File: config.mk
export PLATFORM = sky130hd
export DESIGN_NAME = panel_display_mode_controller_unit
export DESIGN_NICKNAME = d
export VERILOG_FILES = /design/src/rtl/core/pdmc_pkg.sv /design/src/rtl/core/pdmc_cfg_regs.sv /design/src/rtl/core/panel_display_mode_controller_unit.sv
export SDC_FILE = /design/constraint.sdc
export NUM_CORES = 1
export LEC_CHECK = 0
export ABC_CLOCK_PERIOD_IN_PS = 10560
export BUFFER_PORTS_ARGS = -buffer_cell sky130_fd_sc_hd__buf_2
export CORE_AREA = 4 4 188 190
export CTS_BUF_LIST = sky130_fd_sc_hd__clkbuf_4
export CTS_CLUSTER_DIAMETER = 30
export DETAILED_ROUTE_END_ITERATION = 8
export DIE_AREA = 0 0 192 194
export HOLD_SLACK_MARGIN = 0.06
export SETUP_SLACK_MARGIN = 0.4
export SLEW_MARGIN = 30
export SYNTH_ARGS = -nofsm -noshare
export SYNTH_HDL_FRONTEND = slang
export SYNTH_HIERARCHICAL = 1
export SYNTH_SLANG_ARGS = --single-unit
File: constraint.sdc
create_clock -name clk -period 10.56 [get_ports clk]
set_clock_uncertainty 0.05 [all_clocks]
set_input_delay 1.056 -clock clk [delete_from_list [all_inputs] [get_ports clk]]
set_output_delay 1.056 -clock clk [all_outputs]
set_load 0.01 [all_outputs]
File: src/rtl/core/pdmc_pkg.sv
`default_nettype none
// ----------------------------------------------------------------------------
// pdmc_pkg
// shared types, codes and reset values of the panel display mode controller
// ----------------------------------------------------------------------------
package pdmc_pkg;

	localparam int PRESCALE_BITS_DEF = 8;
	localparam int TIMER_BITS_DEF    = 19;

	localparam int CFG_TIME_W  = 19;
	localparam int CFG_PRESS_W = 8;
	localparam int APB_ADDR_W  = 5;
	localparam int APB_DATA_W  = 32;

	localparam logic [CFG_TIME_W-1:0]  ACT_TIMEOUT_RST = 19'd320000;
	localparam logic [CFG_TIME_W-1:0]  HOLD_TIME_RST   = 19'd320000;
	localparam logic [CFG_PRESS_W-1:0] SHORT_MIN_RST   = 8'd5;
	localparam logic [CFG_PRESS_W-1:0] SHORT_MAX_RST   = 8'd18;
	localparam logic [CFG_PRESS_W-1:0] LONG_THR_RST    = 8'd65;

	localparam logic [7:0] PRESS_SAT = 8'hff;

	// register indexes
	localparam logic [2:0] REG_ACT_TIMEOUT = 3'd0;
	localparam logic [2:0] REG_HOLD_TIME   = 3'd1;
	localparam logic [2:0] REG_SHORT_MIN   = 3'd2;
	localparam logic [2:0] REG_SHORT_MAX   = 3'd3;
	localparam logic [2:0] REG_LONG_THR    = 3'd4;

	// event flag bit positions
	localparam int EV_USB    = 0;
	localparam int EV_HOST   = 1;
	localparam int EV_TX     = 2;
	localparam int EV_RX     = 3;
	localparam int EV_ABDONE = 4;

	typedef enum logic [2:0] {
		M_UNCONF = 3'd0,
		M_NONUM  = 3'd1,
		M_NUM    = 3'd2,
		M_NUM_D  = 3'd3,
		M_ACT    = 3'd4,
		M_BAUD   = 3'd5
	} ui_state_t;

	typedef enum logic [2:0] {
		D_TEST   = 3'd0,
		D_WAIT   = 3'd1,
		D_NUMBER = 3'd2,
		D_ACT    = 3'd3,
		D_BAUD   = 3'd4
	} disp_mode_t;

	typedef struct packed {
		logic [CFG_TIME_W-1:0]  act_timeout;
		logic [CFG_TIME_W-1:0]  hold_time;
		logic [CFG_PRESS_W-1:0] short_min;
		logic [CFG_PRESS_W-1:0] short_max;
		logic [CFG_PRESS_W-1:0] long_thr;
	} cfg_t;

endpackage
`default_nettype wire

File: src/rtl/core/pdmc_cfg_regs.sv
`default_nettype none
// ----------------------------------------------------------------------------
// pdmc_cfg_regs
// apb register bank holding timeouts and button press thresholds
// ----------------------------------------------------------------------------
module pdmc_cfg_regs (
	input  wire                              clk,
	input  wire                              arst_n,
	input  wire                              psel,
	input  wire                              penable,
	input  wire                              pwrite,
	input  wire  [pdmc_pkg::APB_ADDR_W-1:0]  paddr,
	input  wire  [pdmc_pkg::APB_DATA_W-1:0]  pwdata,
	output logic [pdmc_pkg::APB_DATA_W-1:0]  prdata,
	output logic                             pready,
	output pdmc_pkg::cfg_t                   cfg
);
	import pdmc_pkg::*;

	cfg_t       cfg_q;
	logic       wr_en;
	logic [2:0] reg_idx;

	assign pready  = 1'b1;
	assign wr_en   = psel && penable && pwrite;
	assign reg_idx = paddr[4:2];
	assign cfg     = cfg_q;

	always_ff @(posedge clk or negedge arst_n) begin
		if (!arst_n) begin
			cfg_q.act_timeout <= ACT_TIMEOUT_RST;
			cfg_q.hold_time   <= HOLD_TIME_RST;
			cfg_q.short_min   <= SHORT_MIN_RST;
			cfg_q.short_max   <= SHORT_MAX_RST;
			cfg_q.long_thr    <= LONG_THR_RST;
		end else if (wr_en) begin
			case (reg_idx)
				REG_ACT_TIMEOUT: cfg_q.act_timeout <= pwdata[CFG_TIME_W-1:0];
				REG_HOLD_TIME:   cfg_q.hold_time   <= pwdata[CFG_TIME_W-1:0];
				REG_SHORT_MIN:   cfg_q.short_min   <= pwdata[CFG_PRESS_W-1:0];
				REG_SHORT_MAX:   cfg_q.short_max   <= pwdata[CFG_PRESS_W-1:0];
				REG_LONG_THR:    cfg_q.long_thr    <= pwdata[CFG_PRESS_W-1:0];
				default: ;
			endcase
		end
	end

	always_comb begin
		case (reg_idx)
			REG_ACT_TIMEOUT: prdata = APB_DATA_W'(cfg_q.act_timeout);
			REG_HOLD_TIME:   prdata = APB_DATA_W'(cfg_q.hold_time);
			REG_SHORT_MIN:   prdata = APB_DATA_W'(cfg_q.short_min);
			REG_SHORT_MAX:   prdata = APB_DATA_W'(cfg_q.short_max);
			REG_LONG_THR:    prdata = APB_DATA_W'(cfg_q.long_thr);
			default:         prdata = '0;
		endcase
	end

endmodule
`default_nettype wire

File: src/rtl/core/panel_display_mode_controller_unit.sv
`default_nettype none
// ----------------------------------------------------------------------------
// panel_display_mode_controller_unit
// button sampling, display mode state machine and autobaud strobes
// path from input transfer to result: input register then result register
// throughput: one tick per cycle while the result side takes every result
// reset: state machine unconfigured, timer, prescaler and press count zero,
// display test mode, registers at their default values
// ----------------------------------------------------------------------------
module panel_display_mode_controller_unit #(
	parameter int PRESCALE_BITS = pdmc_pkg::PRESCALE_BITS_DEF,
	parameter int TIMER_BITS    = pdmc_pkg::TIMER_BITS_DEF
) (
	input  wire                              clk,
	input  wire                              arst_n,
	input  wire                              psel,
	input  wire                              penable,
	input  wire                              pwrite,
	input  wire  [pdmc_pkg::APB_ADDR_W-1:0]  paddr,
	input  wire  [pdmc_pkg::APB_DATA_W-1:0]  pwdata,
	output logic [pdmc_pkg::APB_DATA_W-1:0]  prdata,
	output logic                             pready,
	input  wire                              in_valid,
	output logic                             in_ready,
	input  wire  [4:0]                       event_flags,
	input  wire                              button_level,
	input  wire                              set_port,
	input  wire  [7:0]                       new_port_number,
	output logic                             out_valid,
	input  wire                              out_ready,
	output logic [2:0]                       display_mode,
	output logic [7:0]                       display_value,
	output logic                             value_written,
	output logic                             baud_start,
	output logic                             baud_stop,
	output logic                             short_press,
	output logic [2:0]                       ui_mode
);
	import pdmc_pkg::*;

	cfg_t cfg;

	pdmc_cfg_regs u_cfg_regs (
		.clk     (clk),
		.arst_n  (arst_n),
		.psel    (psel),
		.penable (penable),
		.pwrite  (pwrite),
		.paddr   (paddr),
		.pwdata  (pwdata),
		.prdata  (prdata),
		.pready  (pready),
		.cfg     (cfg)
	);

	// input register
	logic       valid_s1;
	logic [4:0] ev_s1;
	logic       btn_s1;
	logic       set_s1;
	logic [7:0] num_s1;
	logic       adv;

	assign adv      = valid_s1 && (!out_valid || out_ready);
	assign in_ready = !valid_s1 || adv;

	always_ff @(posedge clk or negedge arst_n) begin
		if (!arst_n) begin
			valid_s1 <= 1'b0;
		end else if (in_ready) begin
			valid_s1 <= in_valid;
		end
	end

	always_ff @(posedge clk) begin
		if (in_ready && in_valid) begin
			ev_s1  <= event_flags;
			btn_s1 <= button_level;
			set_s1 <= set_port;
			num_s1 <= new_port_number;
		end
	end

	// state
	ui_state_t               ms_q, ms_n;
	disp_mode_t              sm_q, sm_n;
	logic [7:0]              sv_q, sv_n;
	logic [TIMER_BITS-1:0]   cd_q, cd_n, cd_dec;
	logic [PRESCALE_BITS-1:0] presc_q, presc_n;
	logic [7:0]              pc_q, pc_n;
	logic [7:0]              port_q, port_eff;
	logic [TIMER_BITS-1:0]   act_load, hold_load;
	logic                    sample, long_ev, short_ev;
	logic                    wv, eng, abt;

	assign act_load  = TIMER_BITS'(cfg.act_timeout);
	assign hold_load = TIMER_BITS'(cfg.hold_time);
	assign port_eff  = set_s1 ? num_s1 : port_q;
	assign cd_dec    = (cd_q != '0) ? cd_q - 1'b1 : cd_q;
	assign presc_n   = presc_q + 1'b1;
	assign sample    = (presc_n == '0);

	// button sampling
	always_comb begin
		pc_n     = pc_q;
		long_ev  = 1'b0;
		short_ev = 1'b0;
		if (sample) begin
			if (!btn_s1) begin
				if (pc_q > cfg.long_thr && pc_q != PRESS_SAT) begin
					long_ev = 1'b1;
					pc_n    = PRESS_SAT;
				end else if (pc_q != PRESS_SAT) begin
					pc_n = pc_q + 8'd1;
				end
			end else begin
				short_ev = (pc_q > cfg.short_min) && (pc_q < cfg.short_max);
				pc_n     = '0;
			end
		end
	end

	// display mode state machine
	always_comb begin
		ms_n = ms_q;
		sm_n = sm_q;
		sv_n = sv_q;
		cd_n = cd_dec;
		wv   = 1'b0;
		eng  = 1'b0;
		abt  = 1'b0;
		case (ms_q)
			M_UNCONF: begin
				if (ev_s1[EV_USB]) begin
					ms_n = M_NONUM;
					sm_n = D_WAIT;
				end
			end
			M_NONUM: begin
				if (long_ev) begin
					ms_n = M_BAUD;
					sm_n = D_BAUD;
					eng  = 1'b1;
				end else if (ev_s1[EV_HOST]) begin
					sm_n = D_NUMBER;
					sv_n = port_eff;
					wv   = 1'b1;
					cd_n = hold_load;
					ms_n = M_NUM_D;
				end
				if (ev_s1[EV_TX] || ev_s1[EV_RX]) begin
					ms_n = M_ACT;
					sm_n = D_ACT;
					cd_n = act_load;
				end
			end
			M_NUM, M_NUM_D: begin
				if (long_ev) begin
					ms_n = M_BAUD;
					sm_n = D_BAUD;
					eng  = 1'b1;
				end else if (ev_s1[EV_TX]) begin
					ms_n = M_ACT;
					sm_n = D_ACT;
					cd_n = act_load;
				end
				if (ms_n == M_NUM) begin
					if (ev_s1[EV_RX]) begin
						ms_n = M_ACT;
						sm_n = D_ACT;
						cd_n = act_load;
					end
				end else if (ev_s1[EV_RX] && cd_n == '0) begin
					ms_n = M_ACT;
					sm_n = D_ACT;
					cd_n = act_load;
				end
			end
			M_ACT: begin
				if (long_ev) begin
					ms_n = M_BAUD;
					sm_n = D_BAUD;
					eng  = 1'b1;
				end else if (ev_s1[EV_HOST]) begin
					sm_n = D_NUMBER;
					sv_n = port_eff;
					wv   = 1'b1;
					cd_n = '0;
					ms_n = M_NUM;
				end else if (cd_dec != '0) begin
					sv_n = {4'b0, ev_s1[EV_RX], ev_s1[EV_TX], 2'b0};
					wv   = 1'b1;
					if (ev_s1[EV_TX] || ev_s1[EV_RX]) begin
						cd_n = act_load;
					end
				end else if (port_eff == '0) begin
					ms_n = M_NONUM;
					sm_n = D_WAIT;
				end else begin
					sm_n = D_NUMBER;
					sv_n = port_eff;
					wv   = 1'b1;
					cd_n = '0;
					ms_n = M_NUM;
				end
			end
			M_BAUD: begin
				if (long_ev || ev_s1[EV_ABDONE]) begin
					abt = 1'b1;
					if (port_eff == '0) begin
						ms_n = M_NONUM;
						sm_n = D_WAIT;
					end else begin
						sm_n = D_NUMBER;
						sv_n = port_eff;
						wv   = 1'b1;
						cd_n = '0;
						ms_n = M_NUM;
					end
				end
			end
			default: ;
		endcase
	end

	always_ff @(posedge clk or negedge arst_n) begin
		if (!arst_n) begin
			ms_q    <= M_UNCONF;
			sm_q    <= D_TEST;
			sv_q    <= '0;
			cd_q    <= '0;
			presc_q <= '0;
			pc_q    <= '0;
			port_q  <= '0;
		end else if (adv) begin
			ms_q    <= ms_n;
			sm_q    <= sm_n;
			sv_q    <= sv_n;
			cd_q    <= cd_n;
			presc_q <= presc_n;
			pc_q    <= pc_n;
			port_q  <= port_eff;
		end
	end

	// result register
	logic [2:0] mode_s2, ui_s2;
	logic [7:0] value_s2;
	logic       wv_s2, eng_s2, abt_s2, short_s2, valid_s2;

	always_ff @(posedge clk or negedge arst_n) begin
		if (!arst_n) begin
			valid_s2 <= 1'b0;
		end else if (adv) begin
			valid_s2 <= 1'b1;
		end else if (out_ready) begin
			valid_s2 <= 1'b0;
		end
	end

	always_ff @(posedge clk) begin
		if (adv) begin
			mode_s2  <= sm_n;
			value_s2 <= sv_n;
			wv_s2    <= wv;
			eng_s2   <= eng;
			abt_s2   <= abt;
			short_s2 <= short_ev;
			ui_s2    <= ms_n;
		end
	end

	assign out_valid     = valid_s2;
	assign display_mode  = mode_s2;
	assign display_value = value_s2;
	assign value_written = wv_s2;
	assign baud_start    = eng_s2;
	assign baud_stop     = abt_s2;
	assign short_press   = short_s2;
	assign ui_mode       = ui_s2;

	a_strobes_exclusive: assert property (@(posedge clk) disable iff (!arst_n)
		out_valid |-> !(baud_start && baud_stop))
		else $error("engage and abort in one result");

	a_abort_leaves_baud: assert property (@(posedge clk) disable iff (!arst_n)
		(out_valid && baud_stop) |-> (ui_mode == M_NONUM || ui_mode == M_NUM))
		else $error("abort without return to number view");

	a_baud_display: assert property (@(posedge clk) disable iff (!arst_n)
		(out_valid && ui_mode == M_BAUD) |-> (display_mode == D_BAUD))
		else $error("baud state without baud display");

	a_no_unconf_return: assert property (@(posedge clk) disable iff (!arst_n)
		(ms_q != M_UNCONF) |=> (ms_q != M_UNCONF))
		else $error("state machine returned to unconfigured");

endmodule
`default_nettype wire

## Word level (Yosys, flattened, before mapping)

Cells that the tools add are included.
W data, S select, Z words.

- Bits in registers: 154
- Input port bits: 59
- Logic and storage cells: 148

- $add $sub $neg: 3
- $lt $le $gt $ge: 3
- Equal/unequal tests: 11
- Muxes and demuxes: 75
- Reduce and logical (&&, ||, !) cells: 31

Operator list:

| operator | count |
|---|---|
| $mux W19 | 16 |
| $pmux W19 S5 | 1 |
| $mux W8 | 11 |
| $mux W3 | 27 |
| $pmux W19 S4 | 1 |
| $reduce_bool A19 Y1 | 2 |
| $pmux W3 S5 | 2 |
| $pmux W8 S3 | 1 |
| $logic_not A19 Y1 | 1 |
| $sub A19 B1 Y19 const B | 1 |
| $add A8 B1 Y8 const B | 2 |
| $gt A8 B8 Y1 | 2 |
| $logic_not A8 Y1 | 2 |
| $eq A3 B2 Y1 const B | 5 |
| $mux W1 | 14 |
| $reduce_and A2 Y1 | 6 |
| $eq A3 B3 Y1 const B | 3 |
| $lt A8 B8 Y1 | 1 |
| $ne A8 B8 Y1 const B | 1 |
| $logic_and A1 B1 Y1 | 7 |
| $eq A3 B1 Y1 const B | 2 |
| $logic_not A3 Y1 | 2 |
| $logic_or A1 B1 Y1 | 4 |
| $reduce_or A4 Y1 | 1 |
| 7 further kinds | 8 |

## Longest topological paths before layout

- Word-level depth: 12
- Mapped depth: 15

## By module

The synthesis kept the hierarchy.

By module, submodules not included:

| module | times used | cells each | area an instance (µm²) | sequential area each (µm²) |
|---|---|---|---|---|
| panel_display_mode_controller_unit | 1 | 824 | 6914.1 | 2467.4 |
| pdmc_cfg_regs | 1 | 220 | 3037.9 | 1571.5 |

## Worst setup path before layout

Ideal clock, no wire load.

- Path type: flip-flop to flip-flop
- Start point: register cd_q[0]
- End point: register mode_s2[0], in the netlist display_mode[0] (data pin)
- Setup time: 261 ps
- Arrival time: 3184 ps
- Path slack: 7065 ps
- Stages on the path, launching flop included: 14
- Path buffers: 2
- Period minus slack after synthesis: 3495 ps
- Cell sequence: dfrtp_1 > inv_1 > ha_1 > or3b_1 > buf_2 > or4_1 > o211ai_1 > nor4_4 > and3_1 > or2_1 > clkbuf_1 > o31ai_1 > o311ai_1 > a221o_1

- Word-level cells in the longest chain between the ends: 10
- Elaborated cells on any way between the ends: 15

Ends and longest elaborated chain:

| what | line | source |
|---|---|---|
| from (decl) | panel_display_mode_controller_unit.sv:88 | `logic [TIMER_BITS-1:0] cd_q, cd_n, cd_dec;` |
| from (signal assigned) | panel_display_mode_controller_unit.sv:239 | `cd_q <= cd_n;` |
| $sub A19 B1 Y19 or $reduce_bool A19 Y1 (tied branches) | panel_display_mode_controller_unit.sv:99 | `assign cd_dec = (cd_q != '0) ? cd_q - 1'b1 : cd_q;` |
| $mux W19 * | panel_display_mode_controller_unit.sv:99 |  |
| $mux W19 | panel_display_mode_controller_unit.sv:162 | `end else if (ev_s1[EV_TX]) begin` |
| $mux W19 | panel_display_mode_controller_unit.sv:158 | `if (long_ev) begin` |
| $mux W19 | panel_display_mode_controller_unit.sv:132 | `case (ms_q)` |
| $logic_not A19 Y1 | panel_display_mode_controller_unit.sv:173 | `end else if (ev_s1[EV_RX] && cd_n == '0) begin` |
| $logic_and A1 B1 Y1 | panel_display_mode_controller_unit.sv:173 |  |
| $mux W3 | panel_display_mode_controller_unit.sv:173 |  |
| $mux W3 | panel_display_mode_controller_unit.sv:167 | `if (ms_n == M_NUM) begin` |
| $pmux W3 S5 * | panel_display_mode_controller_unit.sv:132 |  |
| via sm_n[0] | panel_display_mode_controller_unit.sv:86 | `disp_mode_t sm_q, sm_n;` |
| to (signal assigned) | panel_display_mode_controller_unit.sv:263 | `mode_s2 <= sm_n;` |
| to (decl) | panel_display_mode_controller_unit.sv:247 | `logic [2:0] mode_s2, ui_s2;` |

The timed path passes the listed nets; every way through them passes the cells marked *. The select of a mux whose other input is x is not followed.
A chain may end at the register's enable or synchronous reset.

## Final worst setup path

- Start point: register cd_q[0]
- End point: register cd_q[8]

- Word-level cells in the longest chain between the ends: 10
- Elaborated cells on any way between the ends: 22

Ends and longest elaborated chain:

| what | line |
|---|---|
| $sub A19 B1 Y19 or $reduce_bool A19 Y1 (tied branches) | panel_display_mode_controller_unit.sv:99 |
| $mux W19 * | panel_display_mode_controller_unit.sv:99 |
| $mux W19 | panel_display_mode_controller_unit.sv:162 |
| $mux W19 | panel_display_mode_controller_unit.sv:158 |
| $mux W19 | panel_display_mode_controller_unit.sv:132 |
| $logic_not A19 Y1 | panel_display_mode_controller_unit.sv:173 |
| $logic_and A1 B1 Y1 | panel_display_mode_controller_unit.sv:173 |
| $mux W19 | panel_display_mode_controller_unit.sv:173 |
| $mux W19 | panel_display_mode_controller_unit.sv:167 |
| $pmux W19 S4 * | panel_display_mode_controller_unit.sv:132 |

Mark *: on every way between the ends. The rest lies on a longest branch, timed or not. The select of a mux whose other input is x is not followed.

==> metrics.md <==
| Metric | Value |
|---|---|
| CP max FO | `14` |
| Worst reg-to-reg path cell count | `12` |
| Overall Global Routing Usage | `16.1%` |
| PortBufs | `82` |
| Final setup vio count | `0` |
| Asr flop ratio synth | `78.6%` |
| Core footprint | `around 0.033 sq mm` |
| Area Overhead vs Synth | `10.7%` |
| Die ar. | `0.0372 sq mm` |
| Final setup TNS | `0 ns` |
| Crit Path Category | `flop to flop` |
| Max clock buf depth | `2` |
| CP top delay family | `simple AND/OR/NAND/NOR gates` |
| TritonCTS Buffers | `17` |
| Largest net degree at the start of global routing | `70` |
| Gpl congestion | `0.934` |
| Hpwl dp | `approximately 22 mm` |
| Cells along the critical path | `inv_1 -> ha_1 -> nor3b_2 -> nand4_4 -> o31ai_1 -> nand2_1 -> nor4_4 -> and2_1 -> o31ai_1 -> or2_1 -> a222oi_1 -> o22ai_1` |
| Max stage delay on crit path | `0.59 ns` |
| H-tree depth | `4` |
| Num rows | `between 60 and 70` |
| Sw Ratio | `between 40% and 50%` |
| Nets@finish | `between 1,000 and 1,500` |
| Fin worst setup slack | `5.90 ns` |
| R2r endpoint | `cd_q[8]` |
| RSZ-0062 raised after global routing | `no` |
| Die Ht | `194 microns` |
| Pleak | `0.00461 uW` |
| Max-Cap Viols | `0` |
| Drt first-iter violations | `around 800` |
| Slew of the pin with the lowest slew margin | `0.969 ns` |
| Pwr dens | `226 mW/mm^2` |
| Post-synthesis cell count | `1,044` |
| Worst path buffer plus inverter count | `1` |
| Finished Layout Cells | `1,560` |
| Post-CTS Repair Setup Buffers | `0` |
| Final Critical Period | `4.66 ns` |
| Share of layout cells above drive strength 1 | `22.6%` |
| Worst Hold Class | `primary input to async pin` |
| Reg2reg start | `cd_q[0]` |
| Placed Instances | `1,527` |
| Vias | `approximately 8,600` |
| Area post-placement | `0.0107 sq mm` |
| Worst Setup SP | `cd_q[0]` |
| Setup crit start kind | `flop` |
| Starting density of the core | `29.8%` |
| Die Width | `192 microns` |
| Predominant post-synthesis flop cell | `dfrtp_1` |
| Seq cells post-synth | `around 150` |
| Post-Layout Inst Area | `roughly 0.011 sq mm` |
| TritonRoute pass-1 iters | `6` |
| Comb power frac | `43.1%` |
| CP most frequent cell | `o31ai_1` |
| Total net switching power | `1110 uW` |
| DRC errors left | `0` |
| Final wirelength | `30.2 mm` |
| Hold_buf cts | `0` |
| Cell-internal power | `1380 uW` |
| VDD IR max | `0.0884 mV` |
| Post-synth EDFFs | `33` |
| Skew-Pair Late Insertion Delay | `0.59 ns` |
| Clock power share | `about 16%` |
| Overall power | `2490 uW` |
| Period utilization | `44.2%` |
| Remaining antenna violation count | `0` |
| Worst Setup End Kind | `flop` |
| Vias per inst | `5.53` |
| CTS tree | `done` |
| Clock root buffer | `clkbuf_4` |
| Outcome | `completed` |
| Post-Place Setup Slack | `roughly 6.0 ns` |
| Seq/Total Area, Yosys | `a little over 40%` |
| Critical Path AT | `~5 ns` |
| Worst-path clk slew | `0.15 ns` |
| Pins Over Slew Limit | `0` |
| Max Fclk | `214 MHz` |
| Syn_area_per_cell | `9.53 sq um` |
| Clk sinks | `154` |
| Crit path required time | `10.96 ns` |
| Post-Synthesis Cell Area | `0.00995 sq mm` |
| Grt ovf | `0` |
| Fillers | `around 3,500` |
| Post-DR wirelength/cell | `19.4 microns` |
| I/O pin count | `112` |
| Reg2Reg Setup Slack | `5.90 ns` |
| Antenna violations before repair | `1` |
| Yosys warns | `6` |
| Vias in the first global route | `between 8,000 and 9,000` |
| Slew HR | `35.3%` |
| Register share of total power | `40.6%` |
| Final hold vios | `0` |
| # resized after CTS | `0` |
| Cell at the slowest stage of the critical path | `and2_1` |
| Post-synth cell types | `94` |
| First-pass GRT wire length | `about 48 mm` |
worst max-delay path by stage:
stage / endpoint / slack [ns] / cells after the start
after detailed placement: cd_q[8] / 6.03 / 12
after CTS: cd_q[8] / 5.99 / 12
after global routing: cd_q[8] / 5.63 / 12
after global placement: cd_q[8] / 5.99 / 12
final: cd_q[8] / 5.90 / 12
after floorplan: display_mode[0] / 7.07 / 13
power by group through the flow:
stage	sequential [uW]	clock, uW	combinational, uW
2_1_floorplan	930	0	815
3_3_place_gp	1020	0	1050
3_5_place_dp	1020	0	1060
4_1_cts	1010	419	1060
5_1_grt	1040	442	1190
6_report	1010	407	1080
logic make-up after synthesis:
family                     Yosys count  synth area share [%]
DFF                                154                  40.6
muxes                               99                  11.4
other                                2                0.0755
AOI/OAI and AO/OA                  302                  20.5
adders and majority gates           26                  3.27
buffers and inverters              109                  5.20
and+or+nand+nor                    338                  17.8
xor gates and xnor gates            14                  1.23
synthesized netlist by cell type, drive strengths merged (13+ instances only):
cell type  instances  area share (%)
nor2              79             3.0
nand2            115             4.3
ha                26             3.3
edfxtp            33              10
nor3              27             1.5
nand3             23             1.2
nand4             17             1.4
o21ai             72             3.6
dfstp             16             4.2
buf               36             2.4
dfrtp            105              26
a21oi             71             3.6
a31oi             19             1.2
inv               41             1.5
mux2              78             9.2
nor4              13             1.5
clkbuf            32             1.2
mux2i             21             2.1
layout by cell type (no fill, tap or decap), types with 7 or more instances in the layout:
master,n
o211ai_1,10
nand3_1,22
inv_1,39
o21a_1,7
nand2b_1,9
nor2_1,77
xnor2_1,9
a21o_1,7
o31ai_1,9
ha_1,26
o22a_1,12
dfrtp_1,105
a21oi_1,71
nor4_1,8
o21ai_0,70
and3_1,8
a221oi_1,9
buf_2,81
a22oi_1,12
conb_1,14
nor3_1,25
mux2_2,68
mux2i_1,20
a31oi_1,19
o22ai_1,9
mux2_4,10
dfstp_2,16
edfxtp_1,33
a32oi_1,9
clkbuf_4,19
nand4_1,15
buf_4,8
nand2_1,115
per-layer routing:
| layer | global-route usage (%) | vias up | wire length (microns) |
|---|---|---|---|
| li1 | - | 3984 | - |
| met1 | 22.4 | 4252 | 13100 |
| met2 | 26.5 | 347 | 14600 |
| met4 | 3.80 | 0 | 646 |
| met5 | 0 | - | 0 |
| met3 | 2.54 | 50 | 1830 |
area by class of cell:
type | instances | area [sq um] | share of cell area (%)
Multi-Input combinational cell | 793 | 5460 | 49.6
Sequential cell | 154 | 4040 | 36.7
Tap cell | 448 | 561 | 5.09
Timing Repair Buffer | 91 | 492 | 4.46
Clock inverter | 13 | 165 | 1.50
Inverter | 41 | 154 | 1.40
Clock buffer | 19 | 143 | 1.30
Antenna cell | 1 | 2.50 | 0.0227
sequential cells by signal, summed over array words and instances (netlist names), 3 cells and up:
name            flops
sm_q                3
ui_mode             3
port_q              8
sv_q                8
pc_q                8
ev_s1               5
presc_q             8
u_cfg_regs/cfg     62
num_s1              8
display_mode        3
cd_q               19
ms_q                3
display_value       8
per-stage QoR:
stage	util, %	hold slack (ns)
floorplan	-	0.392
global placement	31.9	0.411
detailed placement	32.0	0.419
CTS	32.9	0.433
global route	32.9	0.449
finish	32.9	0.424
(Power assumes the default switching activity.)
